<file path="config.mk">
export PLATFORM = sky130hd
export DESIGN_NAME = pih_res_q
export DESIGN_NICKNAME = d
export VERILOG_FILES = /design/src/rtl/core/pih_pkg.sv /design/src/rtl/core/pih_res_q.sv
export SDC_FILE = /design/constraint.sdc
export NUM_CORES = 1
export LEC_CHECK = 0
export ABC_AREA = 1
export BUFFER_PORTS_ARGS = -buffer_cell sky130_fd_sc_hd__buf_2
export CORE_MARGIN = 8
export CORE_UTILIZATION = 40
export CTS_CLUSTER_DIAMETER = 150
export DETAILED_ROUTE_END_ITERATION = 16
export PLACE_DENSITY = 0.62
export SYNTH_ARGS = -nofsm -noshare
export SYNTH_HDL_FRONTEND = slang
export SYNTH_SLANG_ARGS = --single-unit
</file>
<file path="constraint.sdc">
create_clock -name clk -period 3.5 [get_ports clk]
set_input_delay 0.7 -clock clk [delete_from_list [all_inputs] [get_ports clk]]
set_output_delay 0.7 -clock clk [all_outputs]
set_load 0.05 [all_outputs]
</file>
<file path="src/rtl/core/pih_pkg.sv">
// Package for the packet interval histogram: sizes, codes, payload types.
// Used by pih_front, pih_back, pih_res_q and packet_interval_histogram.
// No dependencies.
`default_nettype none

package pih_pkg;

	// Stream space and counter width
	localparam int TRAJECTORIES          = 4;
	localparam int FRAMES_PER_TRAJECTORY = 16;
	localparam int COUNT_BITS            = 32;

	localparam int NUM_BUCKETS = 9;
	localparam int NUM_LIMITS  = 8;
	localparam int LAST_BUCKET = NUM_BUCKETS - 1;
	localparam int STREAMS     = TRAJECTORIES * FRAMES_PER_TRAJECTORY;
	localparam int COUNTERS    = STREAMS * NUM_BUCKETS;
	localparam int STREAM_W    = (STREAMS > 1) ? $clog2(STREAMS) : 1;
	localparam int CNT_AW      = $clog2(COUNTERS);

	// Fixed field widths
	localparam int OP_W        = 2;
	localparam int TRAJ_W      = 2;
	localparam int FRAME_W     = 4;
	localparam int TIME_W      = 63;
	localparam int BUCKET_W    = 4;
	localparam int HITS_W      = 32;
	localparam int LIMIT_W     = 32;
	localparam int LIMIT_IDX_W = 3;

	localparam logic [63:0] HITS_MAX = 64'h0000_0000_FFFF_FFFF;

	// Queue depths (powers of two)
	localparam int CMDQ_DEPTH = 2;
	localparam int CMDQ_AW    = 1;
	localparam int RESQ_DEPTH = 2;
	localparam int RESQ_AW    = 1;

	localparam logic [LIMIT_W-1:0] LIMIT_RESET [NUM_LIMITS] = '{
		32'd10000, 32'd30000, 32'd50000, 32'd70000,
		32'd100000, 32'd300000, 32'd1000000, 32'd5000000
	};

	typedef enum logic [OP_W-1:0] {
		OP_SAMPLE = 2'd0,
		OP_READ   = 2'd1,
		OP_CLEAR  = 2'd2
	} op_t;

	typedef struct packed {
		logic [OP_W-1:0]    op;
		logic [TRAJ_W-1:0]  trajectory;
		logic [FRAME_W-1:0] frame;
		logic [TIME_W-1:0]  arrival_time;
	} pih_in_t;

	typedef struct packed {
		logic [BUCKET_W-1:0] bucket;
		logic [HITS_W-1:0]   hits;
		logic                stream_seen;
		logic                last;
	} pih_res_t;

	// Classified command handed from front to back
	typedef struct packed {
		op_t                 op;
		logic                stream_ok;
		logic [STREAM_W-1:0] stream;
		logic [TIME_W-1:0]   arrival_time;
	} pih_cmd_t;

	typedef struct packed {
		logic     valid;
		pih_cmd_t cmd;
	} pih_head_t;

endpackage

`default_nettype wire

</file>
<file path="src/rtl/core/pih_res_q.sv">
// Result queue: buffers result beats between the back end and the output.
// Depends on pih_pkg.
`default_nettype none

module pih_res_q import pih_pkg::*; (
	input  logic     clk,
	input  logic     arst_n,
	input  logic     res_push,
	input  pih_res_t res,
	output logic     res_full,
	output logic     empty,
	input  logic     pop,
	output pih_res_t result
);

	localparam int CNT_W = $clog2(RESQ_DEPTH + 1);

	pih_res_t           resq_q [RESQ_DEPTH];
	logic [RESQ_AW-1:0] wr_q;
	logic [RESQ_AW-1:0] rd_q;
	logic [CNT_W-1:0]   cnt_q;
	logic               enq;
	logic               deq;

	assign res_full = (cnt_q == CNT_W'(RESQ_DEPTH));
	assign empty    = (cnt_q == '0);
	assign enq      = res_push && !res_full;
	assign deq      = pop && !empty;
	assign result   = resq_q[rd_q];

	// Hold waiting beats
	always_ff @(posedge clk) begin
		if (enq) begin
			resq_q[wr_q] <= res;
		end
	end

	// Advance pointers and fill level
	always_ff @(posedge clk or negedge arst_n) begin
		if (!arst_n) begin
			wr_q  <= '0;
			rd_q  <= '0;
			cnt_q <= '0;
		end else begin
			if (enq) begin
				wr_q <= wr_q + 1'b1;
			end
			if (deq) begin
				rd_q <= rd_q + 1'b1;
			end
			if (enq && !deq) begin
				cnt_q <= cnt_q + 1'b1;
			end else if (deq && !enq) begin
				cnt_q <= cnt_q - 1'b1;
			end
		end
	end

endmodule

`default_nettype wire

</file>
==> results.yml <==
status:
  run_status: "finished clean"
timing:
  grt_setup_unrepaired: "no"
  slew_viol_final: 0
  layout_worst_path_cycle_share: 0.700
  worst_hold_slack_ps: 149
  final-hold-violation-count: 0
  final.min_clock_period_ps: 2450
  max_freq_ghz: 0.408
  slew_headroom: 0.441
  max_slew.worst_pin.slew_ps: 838
  total_negative_slack_for_setup_checks_ps: 0
  final_critical_path_setup_slack_ps: 1050
  skew_ps: 10.3
  setup_viol: 0
placed_design:
  detailedPlace.worstSlack_ps: 1350
  port_buffers: 81
  hpwlAfterDp_mm: 3.71
  place_congestion: 0.755
critical_path:
  largest_stage_delay_worst_path_ps: 520
  timing.critical_path.required_ps: 2800
  critical_path.n_buffers_inverters: 2
  worst_case_register_to_register_setup_slack_ps: 1660
  worstPathCellList: "inv_2, nand2_1, nand2_1, buf_2"
  crit_cells: 4
  crit_path_max_fanout: 39
  worst_ep_arrival_time_ps: 1750
  path_delay_family: "buffers and inverters"
  r2r_cells: 4
  critical_path.endpoint_type: "output pin"
  critical_path_class: "reg -> out"
  startpoint_type: "flip-flop"
  slowest_cell_on_the_critical_path: "sky130_fd_sc_hd__inv_2"
  crit_top_cell: "sky130_fd_sc_hd__nand2_1"
power:
  net-switching-power_w: 0.00178
  p_comb_frac: 0.446
  power_frac_seq: 0.356
  power.density_mw_per_mm2: 1040
  total_power_w: 0.00386
  p_sw_frac: 0.461
  power_report.internal_total_w: 0.00208
  power.leakage_nw: 1.63
  clockPowerShare: 0.198
  maximum_vdd_drop_mv: 0.403
grt:
  globalRouteOverflowTotal: 0
  wire_length_of_the_first_global_routing_pass_mm: 8.90
  antenna_found_initial: 1
  grt_use_total: 0.116
  first_global_vias: 1929
  pin_count_of_the_biggest_net_entering_global_routing: 40
yosys:
  yosysSeqAreaShare: 0.798
  post-synth-top-area-cell: "sky130_fd_sc_hd__edfxtp_1"
  synth_fp_nets: 273
  ys_seq_elements: 80
  syn-instance-count: 230
  yosysWarnings: 0
  post_synth_instance_area_sq_mm: 0.00299
  yosys_top_cell_area_share: 0.764
  netlist-cell-type-count: 14
  synth_compound_area_frac: 0.00335
  post_synth_and_or_nand_nor_area_fraction: 0.166
  combinational_family_with_the_most_area_after_synthesis: "simple AND/OR/NAND/NOR gates"
  synthMuxAreaShare: 0
  synth_fa_ha_area_frac: 0.00419
  avgSynthCellArea_sq_um: 13.0
  synth-xor-area-share: 0.00293
  synth.area.top_cells: "sky130_fd_sc_hd__edfxtp_1, sky130_fd_sc_hd__nand2_1, sky130_fd_sc_hd__dfrtp_1"
floorplanning:
  floorplan.die_area_sq_mm: 0.0105
  die_h_um: 102
  floorplan.io_pins: 82
  row_count: 31
  floorplan.die.width_um: 102
  core-area_sq_mm: 0.00725
  effective_utilization_at_floorplan: 0.412
clock_tree:
  hold_buffers_post_cts: 0
  ctsLongestPathBuffers: 2
  post_cts_resized: 0
  path_clk_slew_ps: 80
  post-cts-setup-buffers: 0
  insertion_delay_ps: 350
  ctsHtreeMaxLevel: 3
  cts_sinks: 80
  tritoncts: "done"
  cts_made_buffers: 9
  root_buffer: "sky130_fd_sc_hd__clkbuf_8"
route:
  vias_per_cell: 4.47
  initialDrtViolationCount: 101
  antenna_left: 0
  route.vias.total: 1880
  drt_drc_violations_left: 0
  wire_per_inst_um: 13.9
  finalWirelength_mm: 5.84
  firstDrtPassIters: 4
final_layout:
  final_core_utilization: 0.514
  mostFrequentLayoutCells: "sky130_fd_sc_hd__nand2_1, sky130_fd_sc_hd__buf_2, sky130_fd_sc_hd__edfxtp_1"
  multi_input_area_sq_um: 534
  syn2layout_area_growth_pct: 24.7
  leading_cell_type_in_the_layout_fill_and_taps_excluded: "sky130_fd_sc_hd__nand2_1"
  finalNetCount: 359
  fillers: 665
  drive_gt1_frac: 0.315
  layout.area.seq_sq_mm: 0.00238
run:
  max_cap_viols: 0
min_path:
  hold_path_class: "in -> async"
cell type report:
cell class | count | area share
Sequential cell | 80 | 0.640
Multi-Input combinational cell | 134 | 0.143
Timing Repair Buffer | 83 | 0.113
Clock buffer | 12 | 0.0417
Tap cell | 99 | 0.0333
Clock inverter | 4 | 0.0205
Inverter | 8 | 0.00806
Antenna cell | 1 | 0.000672
cell usage after synthesis:
master / count
sky130_fd_sc_hd__o21ai_0: 2
sky130_fd_sc_hd__buf_2: 5
sky130_fd_sc_hd__nand3b_1: 1
sky130_fd_sc_hd__buf_4: 3
sky130_fd_sc_hd__nor2_1: 4
sky130_fd_sc_hd__nand3_1: 1
sky130_fd_sc_hd__ha_1: 1
sky130_fd_sc_hd__nand4_1: 1
sky130_fd_sc_hd__xnor2_1: 1
sky130_fd_sc_hd__inv_1: 7
sky130_fd_sc_hd__edfxtp_1: 76
sky130_fd_sc_hd__inv_2: 1
sky130_fd_sc_hd__nand2_1: 123
sky130_fd_sc_hd__dfrtp_1: 4
metrics by stage:
| step | instance area [sq um] | std cells |
|---|---|---|
| finish | 3720 | 421 |
| global route | 3720 | 420 |
| CTS | 3720 | 420 |
| detailed placement | 3490 | 404 |
| global placement | 3490 | 404 |
| floorplan | 2990 | 230 |
kinds of logic (layout without fill, tap and decap cells):
| group | after synthesis | count (layout) |
|---|---|---|
| XOR/XNOR | 1 | 1 |
| AO/OA/AOI/OAI | 2 | 2 |
| other | 0 | 1 |
| flip-flops | 80 | 80 |
| AND/OR/NAND/NOR | 130 | 130 |
| adder cells (fa/ha/maj) | 1 | 1 |
| buffers and inverters | 16 | 107 |
registers in the layout, indices dropped and copies added, names as in the netlist:
register,flops
rd_q,1
cnt_q,2
resq_q,76
wr_q,1
power by group through the flow:
stage	clock (W)	combinational [W]	sequential, W
finish	0.000762	0.00172	0.00137
detailed placement	0	0.00175	0.00139
global placement	0	0.00174	0.00139
floorplan	0	0.00135	0.00139
CTS	0.000777	0.00176	0.00137
global route	0.000817	0.00186	0.00139
final timing paths:
path / startpoint / endpoint
max: rd_q$_DFFE_PN0P_ / result[3]
min: arst_n / cnt_q[1]$_DFFE_PN0P_
max reg2reg: cnt_q[1]$_DFFE_PN0P_ / resq_q[1][34]$_DFFE_PP_
min reg2reg: wr_q$_DFFE_PN0P_ / wr_q$_DFFE_PN0P_
max in group asynchronous: arst_n / cnt_q[0]$_DFFE_PN0P_
min in group clk: wr_q$_DFFE_PN0P_ / wr_q$_DFFE_PN0P_
worst register-to-register path, cell delays in order (launching register included):
cell and delay (ps):
sky130_fd_sc_hd__dfrtp_1 420, sky130_fd_sc_hd__inv_1 100, sky130_fd_sc_hd__o21ai_0 150, sky130_fd_sc_hd__nor2_4 410, sky130_fd_sc_hd__buf_4 420
routing by layer:
layer	vias to the layer above	share of wire	global-route usage
li1	937	-	-
met1	870	0.40	0.117
met2	64	0.50	0.201
met3	9	0.083	0.0436
met4	0	0.015	0.0643
met5	-	0	0
(Power assumes the default switching activity.)
